## src/rtl/bqlp_pkg.sv

```systemverilog
`timescale 1ns / 1ps
`default_nettype none
// ----------------------------------------------------------------------------
// bqlp_pkg
// Shared types and constants of the biquad low-pass filter: register map,
// state format and the microcode program of the step sequencer.
// ----------------------------------------------------------------------------
package bqlp_pkg;

  // State word: signed, 40 bits
  localparam int ST_BITS   = 40;
  // Coefficient word: signed, 32 bits
  localparam int COEF_W    = 32;
  // Delay word splits into a signed high part and an unsigned low part
  localparam int SPLIT     = 20;

  // Configuration map
  localparam int NUM_REGS  = 5;
  localparam int REG_IDX_W = 3;
  localparam int PADDR_W   = REG_IDX_W + 2;
  localparam int PDATA_W   = 32;

  localparam logic [REG_IDX_W-1:0] REG_B0 = 3'd0;
  localparam logic [REG_IDX_W-1:0] REG_B1 = 3'd1;
  localparam logic [REG_IDX_W-1:0] REG_B2 = 3'd2;
  localparam logic [REG_IDX_W-1:0] REG_A1 = 3'd3;
  localparam logic [REG_IDX_W-1:0] REG_A2 = 3'd4;

  localparam logic [COEF_W-1:0] B0_RESET = 32'h1000_0000;

  // Microcode fields
  typedef enum logic [1:0] {MUL_NONE, MUL_HI, MUL_LO} mul_e;
  typedef enum logic [2:0] {A_B0, A_B1, A_B2, A_A1, A_A2} asel_e;
  typedef enum logic [1:0] {D_D1, D_D2, D_W} dsel_e;
  typedef enum logic [1:0] {PACC_NONE, PACC_LOAD, PACC_ADD} pacc_e;
  typedef enum logic [2:0] {SACC_NONE, SACC_XS, SACC_SUB, SACC_ADD, SACC_CHECK} sacc_e;
  typedef enum logic [1:0] {DIV_NONE, DIV_INIT, DIV_STEP, DIV_PRIME} div_e;
  typedef enum logic [1:0] {JMP_NONE, JMP_FILT, JMP_DIV} cond_e;

  typedef logic [4:0] upc_t;

  typedef struct packed {
    mul_e  mul;
    asel_e asel;
    dsel_e dsel;
    pacc_e pacc;
    sacc_e sacc;
    div_e  div;
    cond_e cond;
    upc_t  target;
    logic  done;
  } ucode_t;

  localparam upc_t UPC_START    = 5'd0;
  localparam upc_t UPC_DIV_LOOP = 5'd2;
  localparam upc_t UPC_FILTER   = 5'd4;

  function automatic ucode_t uw(mul_e m, asel_e a, dsel_e d, pacc_e p, sacc_e s,
                                div_e v, cond_e c, upc_t t, logic dn);
    ucode_t w;
    w.mul    = m;
    w.asel   = a;
    w.dsel   = d;
    w.pacc   = p;
    w.sacc   = s;
    w.div    = v;
    w.cond   = c;
    w.target = t;
    w.done   = dn;
    return w;
  endfunction

  // Program ROM: optional priming divide, then two feedback and three
  // feedforward products, each a high half, a low half and a rounding add.
  function automatic ucode_t ucode_rom(upc_t pc);
    ucode_t w;
    case (pc)
      // load scaled sample, skip priming in filter mode
      5'd0:  w = uw(MUL_NONE, A_B0, D_D1, PACC_NONE, SACC_XS,   DIV_NONE,  JMP_FILT,
                    UPC_FILTER, 1'b0);
      5'd1:  w = uw(MUL_NONE, A_B0, D_D1, PACC_NONE, SACC_NONE, DIV_INIT,  JMP_NONE,
                    UPC_START, 1'b0);
      5'd2:  w = uw(MUL_NONE, A_B0, D_D1, PACC_NONE, SACC_NONE, DIV_STEP,  JMP_DIV,
                    UPC_DIV_LOOP, 1'b0);
      5'd3:  w = uw(MUL_NONE, A_B0, D_D1, PACC_NONE, SACC_NONE, DIV_PRIME, JMP_NONE,
                    UPC_START, 1'b0);
      // w0 = xs - a1*d1 - a2*d2
      5'd4:  w = uw(MUL_HI,   A_A1, D_D1, PACC_NONE, SACC_NONE, DIV_NONE,  JMP_NONE,
                    UPC_START, 1'b0);
      5'd5:  w = uw(MUL_LO,   A_A1, D_D1, PACC_LOAD, SACC_NONE, DIV_NONE,  JMP_NONE,
                    UPC_START, 1'b0);
      5'd6:  w = uw(MUL_NONE, A_A1, D_D1, PACC_ADD,  SACC_NONE, DIV_NONE,  JMP_NONE,
                    UPC_START, 1'b0);
      5'd7:  w = uw(MUL_HI,   A_A2, D_D2, PACC_NONE, SACC_SUB,  DIV_NONE,  JMP_NONE,
                    UPC_START, 1'b0);
      5'd8:  w = uw(MUL_LO,   A_A2, D_D2, PACC_LOAD, SACC_NONE, DIV_NONE,  JMP_NONE,
                    UPC_START, 1'b0);
      5'd9:  w = uw(MUL_NONE, A_A2, D_D2, PACC_ADD,  SACC_NONE, DIV_NONE,  JMP_NONE,
                    UPC_START, 1'b0);
      5'd10: w = uw(MUL_NONE, A_A2, D_D2, PACC_NONE, SACC_SUB,  DIV_NONE,  JMP_NONE,
                    UPC_START, 1'b0);
      5'd11: w = uw(MUL_NONE, A_B0, D_W,  PACC_NONE, SACC_CHECK, DIV_NONE, JMP_NONE,
                    UPC_START, 1'b0);
      // y = b0*w0 + b1*d1 + b2*d2
      5'd12: w = uw(MUL_HI,   A_B0, D_W,  PACC_NONE, SACC_NONE, DIV_NONE,  JMP_NONE,
                    UPC_START, 1'b0);
      5'd13: w = uw(MUL_LO,   A_B0, D_W,  PACC_LOAD, SACC_NONE, DIV_NONE,  JMP_NONE,
                    UPC_START, 1'b0);
      5'd14: w = uw(MUL_NONE, A_B0, D_W,  PACC_ADD,  SACC_NONE, DIV_NONE,  JMP_NONE,
                    UPC_START, 1'b0);
      5'd15: w = uw(MUL_HI,   A_B1, D_D1, PACC_NONE, SACC_ADD,  DIV_NONE,  JMP_NONE,
                    UPC_START, 1'b0);
      5'd16: w = uw(MUL_LO,   A_B1, D_D1, PACC_LOAD, SACC_NONE, DIV_NONE,  JMP_NONE,
                    UPC_START, 1'b0);
      5'd17: w = uw(MUL_NONE, A_B1, D_D1, PACC_ADD,  SACC_NONE, DIV_NONE,  JMP_NONE,
                    UPC_START, 1'b0);
      5'd18: w = uw(MUL_HI,   A_B2, D_D2, PACC_NONE, SACC_ADD,  DIV_NONE,  JMP_NONE,
                    UPC_START, 1'b0);
      5'd19: w = uw(MUL_LO,   A_B2, D_D2, PACC_LOAD, SACC_NONE, DIV_NONE,  JMP_NONE,
                    UPC_START, 1'b0);
      5'd20: w = uw(MUL_NONE, A_B2, D_D2, PACC_ADD,  SACC_NONE, DIV_NONE,  JMP_NONE,
                    UPC_START, 1'b0);
      5'd21: w = uw(MUL_NONE, A_B2, D_D2, PACC_NONE, SACC_ADD,  DIV_NONE,  JMP_NONE,
                    UPC_START, 1'b0);
      // round, saturate, emit and shift the delay line
      5'd22: w = uw(MUL_NONE, A_B0, D_D1, PACC_NONE, SACC_NONE, DIV_NONE,  JMP_NONE,
                    UPC_START, 1'b1);
      default: begin
        w = uw(MUL_NONE, A_B0, D_D1, PACC_NONE, SACC_NONE, DIV_NONE, JMP_NONE,
               UPC_START, 1'b1);
      end
    endcase
    return w;
  endfunction

endpackage
`default_nettype wire

```

## src/rtl/bqlp_in_if.sv

```systemverilog
`timescale 1ns / 1ps
`default_nettype none
// ----------------------------------------------------------------------------
// bqlp_in_if
// Sample channel: valid/ready handshake with mode bit and signed sample.
// ----------------------------------------------------------------------------
interface bqlp_in_if #(
  parameter int SAMPLE_WIDTH = 16
);
  logic                           valid;
  logic                           ready;
  logic                           func;
  logic signed [SAMPLE_WIDTH-1:0] sample_in;

  modport source (output valid, output func, output sample_in, input ready);
  modport sink   (input valid, input func, input sample_in, output ready);
endinterface
`default_nettype wire

```

## src/rtl/bqlp_out_if.sv

```systemverilog
`timescale 1ns / 1ps
`default_nettype none
// ----------------------------------------------------------------------------
// bqlp_out_if
// Result channel: valid/ready handshake with filtered sample and fault bit.
// ----------------------------------------------------------------------------
interface bqlp_out_if #(
  parameter int SAMPLE_WIDTH = 16
);
  logic                           valid;
  logic                           ready;
  logic signed [SAMPLE_WIDTH-1:0] filtered_out;
  logic                           fault_flag;

  modport source (output valid, output filtered_out, output fault_flag, input ready);
  modport sink   (input valid, input filtered_out, input fault_flag, output ready);
endinterface
`default_nettype wire

```

## src/rtl/biquad_lowpass_filter.sv

```systemverilog
`timescale 1ns / 1ps
`default_nettype none
// ----------------------------------------------------------------------------
// biquad_lowpass_filter
// Second-order IIR section, direct form II, fixed point. A microcoded
// sequencer steps one shared 32x21 multiplier through the five products.
// ----------------------------------------------------------------------------
//  Channel   Dir  Handshake                    Payload
//  in_i      in   valid/ready                  func, sample_in
//  out_o     out  valid/ready, output register filtered_out, fault_flag
//  apb       in   psel/penable/pwrite, pready=1 paddr, pwdata, prdata
//
//  Filter item: 20 microcode steps from accept to result.
//  Prime item: adds 2 + SAMPLE_WIDTH+STATE_FRACTION+COEF_FRACTION steps
//  for the bit-serial divide (62 steps at default settings).
//  One item at a time; in_i.ready is high whenever the sequencer is idle,
//  including while a result waits in the output register.
//  The last step holds while the output register is still full.
//  Reset clears the delays and loads the coefficient reset values.
// ----------------------------------------------------------------------------
module biquad_lowpass_filter
  import bqlp_pkg::*;
#(
  parameter int SAMPLE_WIDTH   = 16,
  parameter int COEF_FRACTION  = 28,
  parameter int STATE_FRACTION = 16
) (
  input  logic               clk_i,
  input  logic               rst_ni,
  bqlp_in_if.sink            in_i,
  bqlp_out_if.source         out_o,
  input  logic               psel,
  input  logic               penable,
  input  logic               pwrite,
  input  logic [PADDR_W-1:0] paddr,
  input  logic [PDATA_W-1:0] pwdata,
  output logic [PDATA_W-1:0] prdata,
  output logic               pready
);

  localparam int SW    = SAMPLE_WIDTH;
  localparam int P_W   = COEF_W + ST_BITS;              // full product
  localparam int PR_W  = COEF_W + SPLIT + 1;            // partial product
  localparam int R_W   = P_W - COEF_FRACTION;           // rounded product
  localparam int S_W   = (R_W + 2 > SW + STATE_FRACTION + 1) ?
                         R_W + 2 : SW + STATE_FRACTION + 1;
  localparam int YW    = S_W + 1 - STATE_FRACTION;
  localparam int XW    = (SW + STATE_FRACTION > ST_BITS) ? SW + STATE_FRACTION : ST_BITS + 1;
  localparam int NB    = SW + STATE_FRACTION + COEF_FRACTION;
  localparam int CNT_W = $clog2(NB);
  localparam int DV_W  = COEF_W + 1;                    // |b0+b1+b2|
  localparam int Q_W   = ST_BITS - 1;

  localparam logic signed [P_W-1:0]     PROD_RND = P_W'(1) <<< (COEF_FRACTION - 1);
  localparam logic signed [S_W:0]       Y_RND    = (S_W + 1)'(1) <<< (STATE_FRACTION - 1);
  localparam logic signed [ST_BITS-1:0] ST_MAX   = {1'b0, {(ST_BITS - 1){1'b1}}};
  localparam logic signed [ST_BITS-1:0] ST_MIN   = {1'b1, {(ST_BITS - 1){1'b0}}};
  localparam logic signed [SW-1:0]      Y_MAX    = {1'b0, {(SW - 1){1'b1}}};
  localparam logic signed [SW-1:0]      Y_MIN    = {1'b1, {(SW - 1){1'b0}}};

  // Configuration registers
  logic signed [COEF_W-1:0] b0_q, b1_q, b2_q, a1_q, a2_q;
  logic [REG_IDX_W-1:0]     reg_idx;
  logic                     cfg_wr;

  // Sequencer
  logic   busy_q;
  upc_t   upc_q;
  ucode_t uw_cur;
  logic   in_acc, out_free, stall, jump;

  // Datapath
  logic signed [SW-1:0]       x_q;
  logic                       func_q;
  logic signed [ST_BITS-1:0]  d1_q, d2_q, w_q;
  logic                       fault_q;
  logic signed [PR_W-1:0]     prod_q, prod_d;
  logic signed [P_W-1:0]      pacc_q;
  logic signed [S_W-1:0]      sacc_q;
  logic signed [COEF_W-1:0]   a_op;
  logic signed [ST_BITS-1:0]  d_op;
  logic signed [SPLIT:0]      m_op;
  logic signed [R_W-1:0]      rprod;
  logic signed [XW-1:0]       xe;
  logic signed [ST_BITS-1:0]  xs;
  logic                       w_ok;

  // Divider
  logic [DV_W-1:0]            rem_q, dvs_q, rem_d;
  logic [Q_W-1:0]             quo_q;
  logic                       qsat_q, neg_q, zsum_q;
  logic [SW-1:0]              num_q;
  logic [CNT_W-1:0]           cnt_q;
  logic signed [DV_W:0]       csum;
  logic [DV_W:0]              trial;
  logic                       ge;
  logic signed [ST_BITS-1:0]  prime_v;

  // Output
  logic signed [S_W:0]        ysum;
  logic signed [YW-1:0]       yr;
  logic signed [SW-1:0]       ysat;
  logic                       out_valid_q, out_fault_q;
  logic signed [SW-1:0]       out_y_q;

  // ---------------- APB configuration port ----------------
  assign pready  = 1'b1;
  assign reg_idx = paddr[PADDR_W-1:2];
  assign cfg_wr  = psel && penable && pwrite;

  always_ff @(posedge clk_i or negedge rst_ni) begin
    if (!rst_ni) begin
      b0_q <= B0_RESET;
      b1_q <= '0;
      b2_q <= '0;
      a1_q <= '0;
      a2_q <= '0;
    end else if (cfg_wr) begin
      case (reg_idx)
        REG_B0:  b0_q <= pwdata;
        REG_B1:  b1_q <= pwdata;
        REG_B2:  b2_q <= pwdata;
        REG_A1:  a1_q <= pwdata;
        REG_A2:  a2_q <= pwdata;
        default: ;
      endcase
    end
  end

  always_comb begin
    case (reg_idx)
      REG_B0:  prdata = b0_q;
      REG_B1:  prdata = b1_q;
      REG_B2:  prdata = b2_q;
      REG_A1:  prdata = a1_q;
      REG_A2:  prdata = a2_q;
      default: prdata = '0;
    endcase
  end

  // ---------------- Sequencer ----------------
  assign uw_cur      = ucode_rom(upc_q);
  assign in_i.ready  = !busy_q;
  assign in_acc      = in_i.valid && !busy_q;
  assign out_free    = !out_valid_q || out_o.ready;
  assign stall       = uw_cur.done && !out_free;
  assign jump        = (uw_cur.cond == JMP_FILT && !func_q) ||
                       (uw_cur.cond == JMP_DIV && cnt_q != '0);

  always_ff @(posedge clk_i or negedge rst_ni) begin
    if (!rst_ni) begin
      busy_q      <= 1'b0;
      upc_q       <= UPC_START;
      out_valid_q <= 1'b0;
    end else begin
      if (in_acc) begin
        busy_q <= 1'b1;
        upc_q  <= UPC_START;
      end else if (busy_q && !stall) begin
        if (uw_cur.done) begin
          busy_q <= 1'b0;
        end
        upc_q <= jump ? uw_cur.target : upc_q + 5'd1;
      end
      // result register: load at the last step, clear when taken
      if (busy_q && uw_cur.done && out_free) begin
        out_valid_q <= 1'b1;
      end else if (out_valid_q && out_o.ready) begin
        out_valid_q <= 1'b0;
      end
    end
  end

  // ---------------- Sample scaling ----------------
  assign xe = XW'(x_q) <<< STATE_FRACTION;
  assign xs = (&xe[XW-1:ST_BITS-1] || ~|xe[XW-1:ST_BITS-1]) ? xe[ST_BITS-1:0] :
              (xe[XW-1] ? ST_MIN : ST_MAX);

  // ---------------- Multiplier operands ----------------
  always_comb begin
    case (uw_cur.asel)
      A_B0:    a_op = b0_q;
      A_B1:    a_op = b1_q;
      A_B2:    a_op = b2_q;
      A_A1:    a_op = a1_q;
      A_A2:    a_op = a2_q;
      default: a_op = b0_q;
    endcase
  end

  always_comb begin
    case (uw_cur.dsel)
      D_D1:    d_op = d1_q;
      D_D2:    d_op = d2_q;
      D_W:     d_op = w_q;
      default: d_op = d1_q;
    endcase
  end

  // high half signed, low half unsigned
  assign m_op   = (uw_cur.mul == MUL_HI) ? {d_op[ST_BITS-1], d_op[ST_BITS-1:SPLIT]}
                                         : {1'b0, d_op[SPLIT-1:0]};
  assign prod_d = a_op * m_op;
  assign rprod  = pacc_q[P_W-1:COEF_FRACTION];

  // w0 fits the state range
  assign w_ok = &sacc_q[S_W-1:ST_BITS-1] || ~|sacc_q[S_W-1:ST_BITS-1];

  // ---------------- Priming divider ----------------
  assign csum  = (DV_W + 1)'(b0_q) + (DV_W + 1)'(b1_q) + (DV_W + 1)'(b2_q);
  assign trial = {rem_q, num_q[SW-1]};
  assign ge    = trial >= {1'b0, dvs_q};
  always_comb begin
    if (ge) begin
      rem_d = DV_W'(trial - {1'b0, dvs_q});
    end else begin
      rem_d = trial[DV_W-1:0];
    end
  end

  always_comb begin
    if (zsum_q) begin
      if (x_q == '0) begin
        prime_v = '0;
      end else begin
        prime_v = x_q[SW-1] ? ST_MIN : ST_MAX;
      end
    end else if (qsat_q) begin
      prime_v = neg_q ? ST_MIN : ST_MAX;
    end else begin
      prime_v = neg_q ? -$signed({1'b0, quo_q}) : $signed({1'b0, quo_q});
    end
  end

  // ---------------- Output rounding ----------------
  assign ysum = (S_W + 1)'(sacc_q) + Y_RND;
  assign yr   = ysum[S_W:STATE_FRACTION];
  assign ysat = (&yr[YW-1:SW-1] || ~|yr[YW-1:SW-1]) ? yr[SW-1:0] :
                (yr[YW-1] ? Y_MIN : Y_MAX);

  // ---------------- Delay line ----------------
  always_ff @(posedge clk_i or negedge rst_ni) begin
    if (!rst_ni) begin
      d1_q <= '0;
      d2_q <= '0;
    end else if (busy_q && !in_acc) begin
      if (uw_cur.div == DIV_PRIME) begin
        d1_q <= prime_v;
        d2_q <= prime_v;
      end else if (uw_cur.done && out_free) begin
        d2_q <= d1_q;
        d1_q <= w_q;
      end
    end
  end

  // ---------------- Datapath registers ----------------
  always_ff @(posedge clk_i) begin
    if (in_acc) begin
      x_q    <= in_i.sample_in;
      func_q <= in_i.func;
    end else if (busy_q) begin
      if (uw_cur.mul != MUL_NONE) begin
        prod_q <= prod_d;
      end

      case (uw_cur.pacc)
        PACC_LOAD: pacc_q <= {prod_q[P_W-SPLIT-1:0], {SPLIT{1'b0}}};
        PACC_ADD:  pacc_q <= pacc_q + P_W'(prod_q) + PROD_RND;
        default:   ;
      endcase

      case (uw_cur.sacc)
        SACC_XS:  sacc_q <= S_W'(xs);
        SACC_SUB: sacc_q <= sacc_q - S_W'(rprod);
        SACC_ADD: sacc_q <= sacc_q + S_W'(rprod);
        SACC_CHECK: begin
          w_q     <= w_ok ? sacc_q[ST_BITS-1:0] : xs;
          fault_q <= !w_ok;
          sacc_q  <= '0;
        end
        default: ;
      endcase

      case (uw_cur.div)
        DIV_INIT: begin
          rem_q  <= '0;
          quo_q  <= '0;
          qsat_q <= 1'b0;
          cnt_q  <= CNT_W'(NB - 1);
          neg_q  <= x_q[SW-1] ^ csum[DV_W];
          zsum_q <= (csum == '0);
          dvs_q  <= csum[DV_W] ? DV_W'(-csum) : csum[DV_W-1:0];
          num_q  <= x_q[SW-1] ? SW'(-x_q) : x_q;
        end
        DIV_STEP: begin
          rem_q  <= rem_d;
          quo_q  <= {quo_q[Q_W-2:0], ge};
          qsat_q <= qsat_q | quo_q[Q_W-1];
          num_q  <= {num_q[SW-2:0], 1'b0};
          cnt_q  <= cnt_q - CNT_W'(1);
        end
        default: ;
      endcase

      if (uw_cur.done && out_free) begin
        out_y_q     <= ysat;
        out_fault_q <= fault_q;
      end
    end
  end

  assign out_o.valid        = out_valid_q;
  assign out_o.filtered_out = out_y_q;
  assign out_o.fault_flag   = out_fault_q;

endmodule
`default_nettype wire

```

## src/flat_wrapper.sv

```systemverilog
// flat-port wrapper written by rule: the top's interface ports become plain ports
module biquad_lowpass_filter_flat import bqlp_pkg::*;
#(
  parameter int SAMPLE_WIDTH   = 16,
  parameter int COEF_FRACTION  = 28,
  parameter int STATE_FRACTION = 16
)
  (clk_i, rst_ni, psel, penable, pwrite, paddr, pwdata, prdata, pready, in_i_valid, in_i_func, in_i_sample_in, in_i_ready, out_o_valid, out_o_filtered_out, out_o_fault_flag, out_o_ready);
  bqlp_in_if #(.SAMPLE_WIDTH(SAMPLE_WIDTH)) in_i_i ();
  bqlp_out_if #(.SAMPLE_WIDTH(SAMPLE_WIDTH)) out_o_i ();
  input  logic clk_i;
  input  logic rst_ni;
  input  logic psel;
  input  logic penable;
  input  logic pwrite;
  input  logic [PADDR_W-1:0] paddr;
  input  logic [PDATA_W-1:0] pwdata;
  output logic [PDATA_W-1:0] prdata;
  output logic pready;
  input wire logic [$bits(in_i_i.valid)-1:0] in_i_valid;
  input wire logic [$bits(in_i_i.func)-1:0] in_i_func;
  input wire logic [$bits(in_i_i.sample_in)-1:0] in_i_sample_in;
  output wire logic [$bits(in_i_i.ready)-1:0] in_i_ready;
  output wire logic [$bits(out_o_i.valid)-1:0] out_o_valid;
  output wire logic [$bits(out_o_i.filtered_out)-1:0] out_o_filtered_out;
  output wire logic [$bits(out_o_i.fault_flag)-1:0] out_o_fault_flag;
  input wire logic [$bits(out_o_i.ready)-1:0] out_o_ready;
  assign in_i_i.valid = in_i_valid;
  assign in_i_i.func = in_i_func;
  assign in_i_i.sample_in = in_i_sample_in;
  assign in_i_ready = in_i_i.ready;
  assign out_o_valid = out_o_i.valid;
  assign out_o_filtered_out = out_o_i.filtered_out;
  assign out_o_fault_flag = out_o_i.fault_flag;
  assign out_o_i.ready = out_o_ready;
  biquad_lowpass_filter #(.SAMPLE_WIDTH(SAMPLE_WIDTH), .COEF_FRACTION(COEF_FRACTION), .STATE_FRACTION(STATE_FRACTION)) u_core (.clk_i(clk_i), .rst_ni(rst_ni), .in_i(in_i_i), .out_o(out_o_i), .psel(psel), .penable(penable), .pwrite(pwrite), .paddr(paddr), .pwdata(pwdata), .prdata(prdata), .pready(pready));
endmodule
```

## config.mk

```make
export PLATFORM = sky130hd
export DESIGN_NAME = biquad_lowpass_filter_flat
export DESIGN_NICKNAME = d
export VERILOG_FILES = /design/src/rtl/bqlp_pkg.sv /design/src/rtl/bqlp_in_if.sv /design/src/rtl/bqlp_out_if.sv /design/src/rtl/biquad_lowpass_filter.sv /design/src/flat_wrapper.sv
export SDC_FILE = /design/constraint.sdc
export NUM_CORES = 2
export LEC_CHECK = 0
export BUFFER_PORTS_ARGS = -buffer_cell sky130_fd_sc_hd__buf_4
export CORE_MARGIN = 1
export CORE_UTILIZATION = 60
export CTS_BUF_LIST = sky130_fd_sc_hd__clkbuf_4 sky130_fd_sc_hd__clkbuf_8
export DETAILED_ROUTE_END_ITERATION = 10
export GPL_ROUTABILITY_DRIVEN = 0
export MAX_ROUTING_LAYER = met4
export PLACE_DENSITY_LB_ADDON = 0.15
export SETUP_SLACK_MARGIN = 0.1
export SLEW_MARGIN = 20
export SYNTH_ARGS = -nofsm -noshare
export SYNTH_HDL_FRONTEND = slang
export SYNTH_SLANG_ARGS = --single-unit
```

## constraint.sdc

```tcl
create_clock -name clk_i -period 10.17 [get_ports clk_i]
set_clock_uncertainty 0.1 [all_clocks]
set_input_delay 0 -clock clk_i [delete_from_list [all_inputs] [get_ports clk_i]]
set_output_delay 0 -clock clk_i [all_outputs]
set_load 0.02 [all_outputs]
```

==> flow_summary.yaml <==
synth:
  synth_ff_type: "edfxtp_1"
  async_flop_share_pct: 39.6
  yosysMostFrequentCell: "inv_1"
  yosys-top-cells-area: "fa_1 (21%), edfxtp_1 (17%), dfrtp_1 (9.4%), ha_1 (7.8%), inv_1 (5.6%)"
  syn_inst: 7020
  synth_nets: 8193
  yosysWarningCount: 0
  ys_seq_elements: 623
  yosysTopAreaCell: "fa_1"
  synth.cell_area_sq_um: 65800
  seq_area_frac_synth_pct: 26.6
  yosysTopAreaCellShare_pct: 21.4
  syn_avg_cell_area_sq_um: 9.37
  yosysUniqueCellTypes: 102
  synthTopCellsByCount: "inv_1 (984), nand2_1 (820), fa_1 (704)"
  synth_edf_count: 376
global_routing:
  antenna_found_initial: 4
  overflow: 0
  grt_pass1_wl_um: 293000
  grt_pass1_vias: 53300
  grt_max_degree: 122
  grt_usage_pct: 34.6
placement:
  place_hpwl_um: 141000
  place_area_sq_um: 69200
  port_buffers: 109
critical_path:
  arrival_ns: 10.38
  path_buf_inv: 10
  r2r_cells: 37
  slowest_delay_ns: 0.57
  cp-end-kind: "flip-flop"
  crit_path_frequent_cell: "fa_1"
  worstSetupPathType: "reg -> reg"
  cp_slowest_cell: "fa_1"
  worstPathMaxFanout: 23
  startpoint_type: "flip-flop"
  critPathTopFamily: "adder cells"
  cp.required_ns: 10.66
  cp_num_cells: 37
  r2r_slack_ns: 0.28
clock_tree:
  htreeDepth: 3
  cts_tree: "done"
  clk_latency_ns: 0.82
  clk_pin_slew_worst_paths_ns: 0.06
  clock-sinks: 623
  clockRootBuffer: "clkbuf_8"
  cts_made_buffers: 109
  clockBufferDepth: 3
sta:
  rsz0062_at_grt: "true"
  relSlewSlack_pct: 28.6
  fmax_mhz: 101
  finalHoldViolations: 0
  tightest_slew_ns: 1.07
  final.period_utilization_pct: 97.2
  maxSlewViolCount: 0
  finalCriticalPeriod_ns: 9.89
  setup_viol: 0
hold_path:
  holdCritPathClass: "in -> reg"
  hold_path_depth: 3
layout:
  fin_area_sq_um: 73500
  syn2layout_area_growth_pct: 11.8
  drive_gt1_share_pct: 12.5
  finalNetCount: 8421
drt:
  viasPerCell: 6.04
  routedWlPerCell_um: 21.2
  vias: 52900
  ant_nets: 0
  drc: 0
  first_pass_iters: 10
  drt-total-wl_um: 186000
  drtIter0Drc: 5134
floorplan:
  pin_count: 113
  die_h_um: 333
  rows: 121
  design.core.area_sq_um: 109000
  start_util_pct: 60.5
  dieArea_sq_um: 111000
  fp.dieW_um: 333
status:
  status: "finished, final reports clean"
job:
  drv_cap: 0
==> layer usage <==
layer / vias up / routed length (um) / track usage, % / part of all wire (%)
met5: - / 0 / - / 0
met3: 443 / 16500 / 5.55 / 8.9
met4: 0 / 7480 / 13.2 / 4.0
met1: 26200 / 76200 / 45.8 / 41
li1: 23900 / - / - / -
met2: 2328 / 85500 / 53.7 / 46
==> stage by stage <==
stage,hold WS (ns),util [%],std cells,setup TNS (ns),setup WS (ns)
finish,0.0464,67.6,8760,0,0.280
global route,0.0213,67.6,8759,-0.00569,-0.00569
CTS,0.00523,67.1,8736,0,0.151
detailed placement,0.0642,63.7,8418,-0.186,-0.0538
global placement,0.0635,63.7,8418,0,0.0107
floorplan,-0.396,-,7020,0,0.286
==> kinds of logic after synthesis <==
logic type | count (synthesis) | synth area share (%)
AND/OR/NAND/NOR | 2028 | 14.2
buffers and inverters | 1318 | 7.60
AO/OA/AOI/OAI | 1271 | 12.4
adder cells (fa/ha/maj) | 1112 | 29.2
flip-flops | 623 | 26.6
XOR/XNOR | 334 | 4.46
multiplexers | 333 | 5.56
other | 1 | 0.00570
==> final cells by class <==
cell class,count,area [sq um]
Sequential cell,623,17500
Clock buffer,157,1970
Fill cell,8537,35200
Antenna cell,5,12.5
Multi-Input combinational cell,5079,43900
Clock inverter,47,554
Inverter,986,3700
Timing Repair Buffer,449,4100
Tap cell,1414,1770
==> cells in the final DEF (no fill, tap or decap), types with 35 or more instances in the layout <==
master	count
dlygate4sd3_1	111
nand3_1	75
edfxtp_1	376
and2_1	209
clkbuf_8	126
xnor2_1	197
mux2i_1	94
nor3_1	102
nand2b_1	47
o21ai_0	286
nand4_1	46
o21a_1	38
a31oi_1	47
fa_1	703
nor2_1	478
a221o_1	35
xor2_1	136
mux2_2	236
buf_4	292
nor2b_1	76
ha_1	402
nand2_1	818
a21oi_1	344
a21o_1	135
dfrtp_1	244
inv_1	983
==> what timing repair did <==
| item | 4_1_cts | 5_1_grt |
|---|---|---|
| hold buffers | 112 | 0 |
| gates resized for setup | 12 | 66 |
| pin swaps | 1 | 30 |
| gates cloned | 1 | 3 |
| setup buffers | 1 | 16 |
| endpoints found under the setup margin | 12 | 18 |
| hold endpoints to repair | 340 | 0 |
==> tightest hold or removal path: stages <==
cell and delay (ns):
dlygate4sd3_1 0.58, buf_4 0.16, mux2_2 0.14
==> final timing paths <==
check / startpoint / to
max in group asynchronous: rst_ni / u_core.upc_q[0]
min: pwdata[2] / u_core.b2_q[2]
min in group asynchronous: rst_ni / u_core.b0_q[28]
min reg2reg: u_core.fault_q / u_core.out_o.fault_flag
max reg2reg: u_core.upc_q[1] / u_core.prod_q[51]
max: u_core.upc_q[1] / u_core.prod_q[51]
==> flip-flops by register name, indices dropped and copies added, names as in the netlist, 32 cells and up <==
name and flops:
u_core.pacc_q 72, u_core.prod_q 53, u_core.sacc_q 46, u_core.d1_q 40
u_core.d2_q 40, u_core.w_q 40, u_core.quo_q 39, u_core.dvs_q 33
u_core.rem_q 33, u_core.a1_q 32, u_core.a2_q 32, u_core.b0_q 32
u_core.b1_q 32, u_core.b2_q 32
Power is left out: the tool's default activity adds up to more than one toggle a clock period on the data nets, which glitch-free logic cannot reach.
